<file path="src/rtl/core/ffba_pkg.sv">
// ----------------------------------------------------------------------------
// ffba_pkg: shared types and constants of the first-free block allocator
// Field widths, status codes, the link word that runs along the cell chain
// and the reset maps of the block-usage bits.
// ----------------------------------------------------------------------------
package ffba_pkg;

	localparam int NUM_BLOCKS_DEF      = 567;
	localparam int WORDS_PER_BLOCK_DEF = 128;

	localparam int WORD_W    = 36;
	localparam int ADDR_W    = 17;
	localparam int FILE_W    = 5;
	localparam int STATUS_W  = 2;
	localparam int FREE_W    = 10;
	localparam int BLK_IDX_W = 10;

	localparam int CELL_BLOCKS = 32;
	localparam int POS_W       = $clog2(CELL_BLOCKS);

	localparam int RESERVED_COUNT = 7;
	localparam int DIR_INDEX      = 63;

	localparam logic [STATUS_W-1:0] ST_STORED   = 2'd0;
	localparam logic [STATUS_W-1:0] ST_DROPPED  = 2'd1;
	localparam logic [STATUS_W-1:0] ST_NO_SPACE = 2'd2;

	typedef struct packed {
		logic                 srch;
		logic                 found;
		logic [BLK_IDX_W-1:0] idx;
	} link_t;

	function automatic logic blk_used_at_reset(input int idx, input int num_blocks);
		blk_used_at_reset = (idx >= num_blocks) || (idx < RESERVED_COUNT) ||
			(idx == DIR_INDEX);
	endfunction

	function automatic logic [CELL_BLOCKS-1:0] cell_reset_map(input int cell_idx,
		input int num_blocks);
		logic [CELL_BLOCKS-1:0] map;
		map = '0;
		for (int j = 0; j < CELL_BLOCKS; j++) begin
			map[j] = blk_used_at_reset(cell_idx * CELL_BLOCKS + j, num_blocks);
		end
		return map;
	endfunction

	function automatic int free_reset(input int num_blocks);
		int cnt;
		cnt = 0;
		for (int k = 0; k < num_blocks; k++) begin
			if (!blk_used_at_reset(k, num_blocks)) begin
				cnt++;
			end
		end
		return cnt;
	endfunction

endpackage

</file>
<file path="src/rtl/core/ffba_cell.sv">
// ----------------------------------------------------------------------------
// ffba_cell: one cell of the block-usage chain
// Holds the usage bits of a group of blocks. A search token that reaches a
// cell with a free block claims the lowest one and is replaced by its index.
// ----------------------------------------------------------------------------
module ffba_cell
	import ffba_pkg::*;
#(
	parameter int CELL_IDX   = 0,
	parameter int NUM_BLOCKS = NUM_BLOCKS_DEF
) (
	input  logic  clk,
	input  logic  arst_n,
	input  link_t link_in,
	output link_t link_out
);

	localparam logic [CELL_BLOCKS-1:0] USED_RST = cell_reset_map(CELL_IDX, NUM_BLOCKS);
	localparam logic [BLK_IDX_W-1:0]   BASE_IDX = BLK_IDX_W'(CELL_IDX * CELL_BLOCKS);

	logic [CELL_BLOCKS-1:0] used_q;
	link_t                  link_q;
	logic                   any_free;
	logic [POS_W-1:0]       pos;

	assign any_free = ~&used_q;

	always_comb begin
		pos = '0;
		for (int j = CELL_BLOCKS - 1; j >= 0; j--) begin
			if (!used_q[j]) begin
				pos = POS_W'(j);
			end
		end
	end

	always_ff @(posedge clk or negedge arst_n) begin
		if (!arst_n) begin
			used_q <= USED_RST;
			link_q <= '0;
		end else begin
			if (link_in.srch && any_free) begin
				used_q[pos]  <= 1'b1;
				link_q.srch  <= 1'b0;
				link_q.found <= 1'b1;
				link_q.idx   <= BASE_IDX + BLK_IDX_W'(pos);
			end else begin
				link_q <= link_in;
			end
		end
	end

	assign link_out = link_q;

endmodule

</file>
<file path="src/rtl/core/ffba_ctrl.sv">
// ----------------------------------------------------------------------------
// ffba_ctrl: word placement control of the block allocator
// Tracks the open block, its fill level and the space failure, launches a
// first-free search along the cell chain and forms the result word.
// ----------------------------------------------------------------------------
module ffba_ctrl
	import ffba_pkg::*;
#(
	parameter int NUM_BLOCKS      = NUM_BLOCKS_DEF,
	parameter int WORDS_PER_BLOCK = WORDS_PER_BLOCK_DEF
) (
	input  logic                clk,
	input  logic                arst_n,
	input  logic                cfg_wr_en,
	input  logic [FILE_W-1:0]   cfg_wr_data,
	input  logic                start,
	output logic                busy,
	input  logic [WORD_W-1:0]   data_word,
	input  logic                start_of_file,
	output logic                launch,
	input  link_t               link_end,
	output logic                done,
	output logic [ADDR_W-1:0]   tape_address,
	output logic [WORD_W-1:0]   data_out,
	output logic [STATUS_W-1:0] status,
	output logic [FREE_W-1:0]   free_blocks
);

	localparam int                FILL_W   = $clog2(WORDS_PER_BLOCK + 1);
	localparam int                PROD_W   = BLK_IDX_W + 10;
	localparam logic [FREE_W-1:0] FREE_RST = FREE_W'(free_reset(NUM_BLOCKS));

	localparam logic ST_IDLE   = 1'b0;
	localparam logic ST_SEARCH = 1'b1;

	logic                state_q;
	logic [FILE_W-1:0]   file_q;
	logic                open_q;
	logic                fail_q;
	logic [FILL_W-1:0]   fill_q;
	logic [ADDR_W-1:0]   base_q;
	logic [FREE_W-1:0]   free_q;
	logic [WORD_W-1:0]   word_q;
	logic                launch_q;
	logic                done_q;
	logic [ADDR_W-1:0]   addr_q;
	logic [WORD_W-1:0]   data_q;
	logic [STATUS_W-1:0] status_q;

	logic                eff_open;
	logic                eff_fail;
	logic [FILL_W-1:0]   eff_fill;
	logic                need_search;
	logic [BLK_IDX_W:0]  idx_p1;
	logic [PROD_W-1:0]   prod;
	logic [ADDR_W-1:0]   base_new;

	assign eff_open    = open_q & ~start_of_file;
	assign eff_fail    = fail_q & ~start_of_file;
	assign eff_fill    = start_of_file ? '0 : fill_q;
	assign need_search = !eff_open || (eff_fill >= FILL_W'(WORDS_PER_BLOCK));

	assign idx_p1   = {1'b0, link_end.idx} + (BLK_IDX_W + 1)'(1);
	assign prod     = PROD_W'(idx_p1) * PROD_W'(WORDS_PER_BLOCK);
	assign base_new = prod[ADDR_W-1:0];

	always_ff @(posedge clk or negedge arst_n) begin
		if (!arst_n) begin
			state_q  <= ST_IDLE;
			file_q   <= '0;
			open_q   <= 1'b0;
			fail_q   <= 1'b0;
			fill_q   <= '0;
			base_q   <= '0;
			free_q   <= FREE_RST;
			word_q   <= '0;
			launch_q <= 1'b0;
			done_q   <= 1'b0;
			addr_q   <= '0;
			data_q   <= '0;
			status_q <= ST_STORED;
		end else begin
			done_q   <= 1'b0;
			launch_q <= 1'b0;
			if (cfg_wr_en) begin
				file_q <= cfg_wr_data;
			end
			unique case (state_q)
				ST_IDLE: begin
					if (start) begin
						word_q <= data_word;
						open_q <= eff_open;
						fill_q <= eff_fill;
						fail_q <= eff_fail;
						if (file_q == '0) begin
							done_q   <= 1'b1;
							addr_q   <= '0;
							data_q   <= '0;
							status_q <= ST_DROPPED;
						end else if (eff_fail) begin
							done_q   <= 1'b1;
							addr_q   <= '0;
							data_q   <= '0;
							status_q <= ST_NO_SPACE;
						end else if (need_search) begin
							open_q   <= 1'b0;
							launch_q <= 1'b1;
							state_q  <= ST_SEARCH;
						end else begin
							done_q   <= 1'b1;
							addr_q   <= base_q + ADDR_W'(eff_fill);
							data_q   <= data_word;
							status_q <= ST_STORED;
							fill_q   <= eff_fill + FILL_W'(1);
						end
					end
				end
				ST_SEARCH: begin
					if (link_end.found) begin
						open_q   <= 1'b1;
						base_q   <= base_new;
						fill_q   <= FILL_W'(1);
						free_q   <= free_q - FREE_W'(1);
						done_q   <= 1'b1;
						addr_q   <= base_new;
						data_q   <= word_q;
						status_q <= ST_STORED;
						state_q  <= ST_IDLE;
					end else if (link_end.srch) begin
						fail_q   <= 1'b1;
						done_q   <= 1'b1;
						addr_q   <= '0;
						data_q   <= '0;
						status_q <= ST_NO_SPACE;
						state_q  <= ST_IDLE;
					end
				end
				default: begin
					state_q <= ST_IDLE;
				end
			endcase
		end
	end

	assign busy         = (state_q != ST_IDLE);
	assign launch       = launch_q;
	assign done         = done_q;
	assign tape_address = addr_q;
	assign data_out     = data_q;
	assign status       = status_q;
	assign free_blocks  = free_q;

`ifndef SYNTHESIS
	a_link_exclusive: assert property (@(posedge clk) disable iff (!arst_n)
		!(link_end.srch && link_end.found))
		else $error("search token and claimed index arrive together");

	a_link_in_search: assert property (@(posedge clk) disable iff (!arst_n)
		(link_end.srch || link_end.found) |-> (state_q == ST_SEARCH))
		else $error("chain answer outside of a search");

	a_free_bound: assert property (@(posedge clk) disable iff (!arst_n)
		free_q <= FREE_RST)
		else $error("free block count above its reset value");

	a_fill_bound: assert property (@(posedge clk) disable iff (!arst_n)
		fill_q <= FILL_W'(WORDS_PER_BLOCK))
		else $error("fill level beyond the block size");
`endif

endmodule

</file>
<file path="src/rtl/core/first_free_block_allocator.sv">
// ----------------------------------------------------------------------------
// first_free_block_allocator: places the words of a file onto tape blocks
// A word into the open block gives its result in the cycle after acceptance and
// the next word is taken in the following cycle.
// A word that needs a new block waits for the search token to pass the whole
// cell chain, through the launch register, each cell register and the result
// register, with busy held high meanwhile; this happens once per block.
// The asynchronous reset restores the reserved blocks at once; no clear pass.
// ----------------------------------------------------------------------------
module first_free_block_allocator
	import ffba_pkg::*;
#(
	parameter int NUM_BLOCKS      = NUM_BLOCKS_DEF,
	parameter int WORDS_PER_BLOCK = WORDS_PER_BLOCK_DEF
) (
	input  logic                clk,
	input  logic                arst_n,
	input  logic                cfg_wr_en,
	input  logic [FILE_W-1:0]   cfg_wr_data,
	input  logic                start,
	output logic                busy,
	input  logic [WORD_W-1:0]   data_word,
	input  logic                start_of_file,
	output logic                done,
	output logic [ADDR_W-1:0]   tape_address,
	output logic [WORD_W-1:0]   data_out,
	output logic [STATUS_W-1:0] status,
	output logic [FREE_W-1:0]   free_blocks
);

	localparam int NUM_CELLS = (NUM_BLOCKS + CELL_BLOCKS - 1) / CELL_BLOCKS;

	logic  launch;
	link_t links [NUM_CELLS+1];

	assign links[0] = '{srch: launch, found: 1'b0, idx: '0};

	for (genvar c = 0; c < NUM_CELLS; c++) begin : g_cell
		ffba_cell #(
			.CELL_IDX   (c),
			.NUM_BLOCKS (NUM_BLOCKS)
		) u_cell (
			.clk      (clk),
			.arst_n   (arst_n),
			.link_in  (links[c]),
			.link_out (links[c+1])
		);
	end

	ffba_ctrl #(
		.NUM_BLOCKS      (NUM_BLOCKS),
		.WORDS_PER_BLOCK (WORDS_PER_BLOCK)
	) u_ctrl (
		.clk           (clk),
		.arst_n        (arst_n),
		.cfg_wr_en     (cfg_wr_en),
		.cfg_wr_data   (cfg_wr_data),
		.start         (start),
		.busy          (busy),
		.data_word     (data_word),
		.start_of_file (start_of_file),
		.launch        (launch),
		.link_end      (links[NUM_CELLS]),
		.done          (done),
		.tape_address  (tape_address),
		.data_out      (data_out),
		.status        (status),
		.free_blocks   (free_blocks)
	);

endmodule

</file>
<file path="config.mk">
export PLATFORM = sky130hd
export DESIGN_NAME = first_free_block_allocator
export DESIGN_NICKNAME = d
export VERILOG_FILES = /design/src/rtl/core/ffba_pkg.sv /design/src/rtl/core/ffba_cell.sv /design/src/rtl/core/ffba_ctrl.sv /design/src/rtl/core/first_free_block_allocator.sv
export SDC_FILE = /design/constraint.sdc
export NUM_CORES = 2
export LEC_CHECK = 0
export BUFFER_PORTS_ARGS = -buffer_cell sky130_fd_sc_hd__buf_2
export CAP_MARGIN = 20
export CELL_PAD_IN_SITES_DETAIL_PLACEMENT = 2
export CELL_PAD_IN_SITES_GLOBAL_PLACEMENT = 2
export CORE_UTILIZATION = 37
export CTS_CLUSTER_SIZE = 8
export DETAILED_ROUTE_END_ITERATION = 12
export GPL_TIMING_DRIVEN = 0
export MAX_ROUTING_LAYER = met4
export PLACE_DENSITY = 0.77
export SLEW_MARGIN = 10
export SYNTH_ARGS = -nofsm -noshare
export SYNTH_HDL_FRONTEND = slang
export SYNTH_SLANG_ARGS = --single-unit
</file>
<file path="constraint.sdc">
create_clock -name clk -period 2.1 [get_ports clk]
set_clock_uncertainty 0.15 [all_clocks]
set_input_delay 0.21 -clock clk [delete_from_list [all_inputs] [get_ports clk]]
set_output_delay 0.21 -clock clk [all_outputs]
set_load 0.05 [all_outputs]
</file>
==> key figures <==
Pwr
  – Cell Pwr Density: 882 nW/um2
  – Peak ir drop on the vdd network: 0.824 mV
  – Pwr Total: 50100 uW
  – Switching portion of total power: 35.0%
  – LEAKAGE: 0.0272 uW
  – Cell Int Power: 32600 uW
  – Net Switching: 17500 uW
  – Sequential fraction of design power: 39.6%
  – Proportion of power drawn by combinational gates: 18.1%
  – Power share of the clock group: 42.3%

Route
  – Wire length reported by the detailed router: 235 mm
  – Routed vias/inst: 6.58
  – Antenna violation net count after detailed routing: 0
  – Avg WL per Cell: 38.1 um
  – Count of vias placed by the detailed router: 40604
  – Detailed-route DRC error count: 22
  – Initial detailed-routing violation count: 3671
  – Detailed-routing iteration count for the pre-antenna-repair pass: 10

Placed design
  – Post-detailed-placement cell area: 42200 um2
  – Half-perimeter wire length after detailed placement: 81.0 mm
  – Placed insts: 5380
  – Final RePlAce weighted congestion: 0.802
  – Number of port buffers: 112

Timing
  – Setup repair after global routing missed its margin: yes
  – Period Utilization, post-route: 187%
  – Post-layout worst setup margin: -1.83 ns
  – Final period demand of the worst path: 3.93 ns
  – Final setup violation count: 670
  – Worst Hold Margin: -0.766 ns
  – Sum of negative setup slack: -200.72 ns
  – Final hold violation count: 130
  – Fmax achieved: 255 MHz
  – Max Transition Viols Final: 0
  – Transition time of the tightest slew-check pin: 1.44 ns
  – Worst slew margin relative to its limit: 3.00%

Global route
  – Combined global-route utilization of all metal layers: 29.6%
  – Initial antenna violation count: 17
  – Global-route wire length before repair: 245 mm
  – Overflow left after global routing: 0
  – Fraction of met2 tracks used by global routing: 52.1%
  – Routing usage on met1: 34.0%
  – Routing layer with the top usage in global route: met2
  – Met3 Track Usage GR: 3.85%
  – Pin count of the biggest net entering global routing: 110
  – Number of global-route vias before repair: 40158

Floorplan
  – Site row count: 119
  – Die Height: 329 um
  – Initial cell density of the core: 37.5%
  – I/O pin cnt: 113
  – Floorplan core area: 106000 um2
  – Area of the die: 108000 um2
  – X dimension of the die: 329 um

Logic synthesis
  – Library cells used by synthesis: 108
  – Sequential-to-total area share from yosys stat: 56.3%
  – Syn_area_per_cell: 10.2 um2
  – Number of flops mapped to enable cells by yosys: 0
  – Fraction of registers with async set/reset: 100%
  – Cell area after synthesis: 39600 um2
  – Post-Synthesis Cells: 3868
  – YS warnings: 0
  – Flop and latch count out of synthesis: 890
  – Syn nets: 3919
  – Predominant post-synthesis flop cell: sky130_fd_sc_hd__dfrtp_1

Critical path
  – Worst Path Class, Setup: reg -> reg
  – Endpoint arrival time on the critical path: 4.34 ns
  – Crit. End Element: register
  – Kind of launch point of the worst setup path: register
  – Maximum fanout count along the critical path: 6
  – Crit path required time: 2.51 ns

Clock tree
  – Clock tree from TritonCTS: done
  – Max Root-Sink Buffers: 3
  – Number of clock buffers inserted by TritonCTS: 130
  – CTS H-tree lvls: 4
  – Clock net sink count: 890
  – Clock latency on the worst-skew pair: 0.77 ns
  – Clock Root Buffer: sky130_fd_sc_hd__clkbuf_16
  – Number of hold buffers added after cts: 49
  – Clock transition at the registers of the reported paths: 0.06 ns

Job
  – MaxCap Viol Count: 0

Layout
  – Post-synthesis to final-layout area growth: 43.5%
  – Total number of nets in the final design: 4755
  – Fraction of layout instances using a drive strength above 1: 39.2%
  – Finished Layout Cells: 6170
  – Fin area: 56800 um2

Run status
  – Violated checks: DRC, hold timing, setup timing
  – Result of the run: complete, but fails checks

Hold path
  – Hold crit path type: in -> async
-- layer usage --
metal  vias to the layer above  wire length [um]
met5                         -                 0
met4                         0             21400
met3                      1315             14100
met2                      2393            119000
met1                     21230             80100
li1                      15666                 -
-- final cells by class --
| cell class | count | area (um2) |
|---|---|---|
| fillers | 10131 | 48900 |
| flip-flops and latches | 890 | 22500 |
| multi-input cells | 2754 | 21900 |
| repair buffers | 719 | 5990 |
| clock buffers | 179 | 3540 |
| well taps | 1391 | 1740 |
| inverters | 154 | 582 |
| plain buffers | 55 | 404 |
| clock inverters | 12 | 138 |
| diodes | 16 | 40.0 |
-- path summary, 6_finish.rpt --
kind	from	end	slack, ns	depth (start not counted)
worst max-delay path	g_cell[0].u_cell.used_q[19]	g_cell[0].u_cell.used_q[24]	-1.83	7
worst min-delay path	arst_n	g_cell[14].u_cell.used_q[22]	-0.77	1
worst max register to register	g_cell[0].u_cell.used_q[19]	g_cell[0].u_cell.used_q[24]	-1.83	7
worst min register to register	g_cell[7].u_cell.link_out[10]	g_cell[8].u_cell.link_out[10]	0.30	1
max in group asynchronous	arst_n	g_cell[4].u_cell.used_q[16]	0.41	4
min in group clk	data_word[19]	u_ctrl.word_q[19]	0.11	4
-- cell families after synthesis --
family                     count (synthesis)  synth area share (%)
and+or+nand+nor                         1511                  19.2
muxes                                     28                 0.793
adders and majority gates                  5                 0.158
AOI/OAI and AO/OA                       1182                  20.7
xor gates and xnor gates                  24                 0.531
buffers and inverters                    228                  2.25
DFF                                      890                  56.3
-- worst max-delay path, cell delays in order, from the launching register on --
cell and delay (ns):
sky130_fd_sc_hd__dfrtp_1 0.50, sky130_fd_sc_hd__buf_4 0.18, sky130_fd_sc_hd__nand4_1 0.55, sky130_fd_sc_hd__a311oi_2 1.05, sky130_fd_sc_hd__buf_4 0.30, sky130_fd_sc_hd__o22a_4 0.24, sky130_fd_sc_hd__nand2_2 0.09, sky130_fd_sc_hd__o21ai_1 0.68
-- power groups by stage --
stage | logic [uW] | clock network (uW) | registers (uW)
2_1_floorplan | 2340 | 0 | 21500
3_3_place_gp | 6510 | 0 | 19600
3_5_place_dp | 6700 | 0 | 19600
4_1_cts | 7370 | 19900 | 19400
5_1_grt | 9260 | 21700 | 19800
6_report | 9070 | 21200 | 19800
-- flip-flops by register name, summed over array words and instances, names as in the netlist --
name,count
u_ctrl.fill_q,8
u_ctrl.base_q,10
u_ctrl.done,1
u_ctrl.data_out,36
u_ctrl.free_blocks,10
g_cell.u_cell.used_q,576
u_ctrl.status,2
u_ctrl.tape_address,17
g_cell.u_cell.link_out,185
u_ctrl.open_q,1
u_ctrl.fail_q,1
u_ctrl.busy,1
u_ctrl.file_q,5
u_ctrl.word_q,36
u_ctrl.launch,1
-- synthesized netlist by cell type, drive strengths merged (18+ instances only) --
cell,number,area [um2]
a31oi,59,369
nor3,63,370
a21oi,191,963
clkbuf,56,211
a311oi,21,190
inv,154,578
buf,18,100
o21bai,106,796
dfrtp,867,21700
and3,39,249
and2,56,350
a21o,341,2560
o21ai,179,911
nand4,152,957
nor4,27,211
a22oi,37,278
or2,57,359
a31o,52,455
dfstp,23,604
a211oi,19,148
nor2b,62,403
nor2,249,952
o31ai,20,150
a21boi,25,188
nand2b,86,553
nand2,530,1990
nand3,116,586
mux2,27,304
-- cells in the final DEF (no fill, tap or decap), types with 37 or more instances in the layout --
cell,netlist,layout
sky130_fd_sc_hd__inv_1,154,144
sky130_fd_sc_hd__a21o_1,341,339
sky130_fd_sc_hd__clkbuf_1,55,54
sky130_fd_sc_hd__o21ai_2,4,43
sky130_fd_sc_hd__nand2_1,529,436
sky130_fd_sc_hd__nor2_4,1,58
sky130_fd_sc_hd__buf_2,11,116
sky130_fd_sc_hd__dlygate4sd3_1,0,49
sky130_fd_sc_hd__buf_4,1,434
sky130_fd_sc_hd__o21bai_1,106,90
sky130_fd_sc_hd__nand4_1,151,151
sky130_fd_sc_hd__a22oi_1,37,37
sky130_fd_sc_hd__o21ai_0,155,76
sky130_fd_sc_hd__nand3_1,115,81
sky130_fd_sc_hd__nand2_2,1,63
sky130_fd_sc_hd__dfrtp_2,0,126
sky130_fd_sc_hd__or2_2,51,42
sky130_fd_sc_hd__dfrtp_1,867,741
sky130_fd_sc_hd__a21oi_1,189,156
sky130_fd_sc_hd__nor2_1,244,161
sky130_fd_sc_hd__buf_6,2,107
sky130_fd_sc_hd__nand2b_1,84,69
sky130_fd_sc_hd__clkbuf_16,0,136
-- what timing repair did --
action,CTS,global route
gates resized for setup,689,809
setup endpoints to repair,726,697
cloned,1,5
setup buffers,228,323
endpoints found under the hold margin,216,130
pin swaps,223,469
-- through the flow --
step	setup WS, ns	hold slack (ns)	utilization, %
CTS	-0.172	-0.721	48.4
global placement	-20.36	0.265	39.6
floorplan	0.0558	-0.236	-
global route	-1.81	-0.705	53.8
finish	-1.83	-0.766	53.8
detailed placement	-0.841	0.0522	39.9
(Power assumes the default switching activity.)
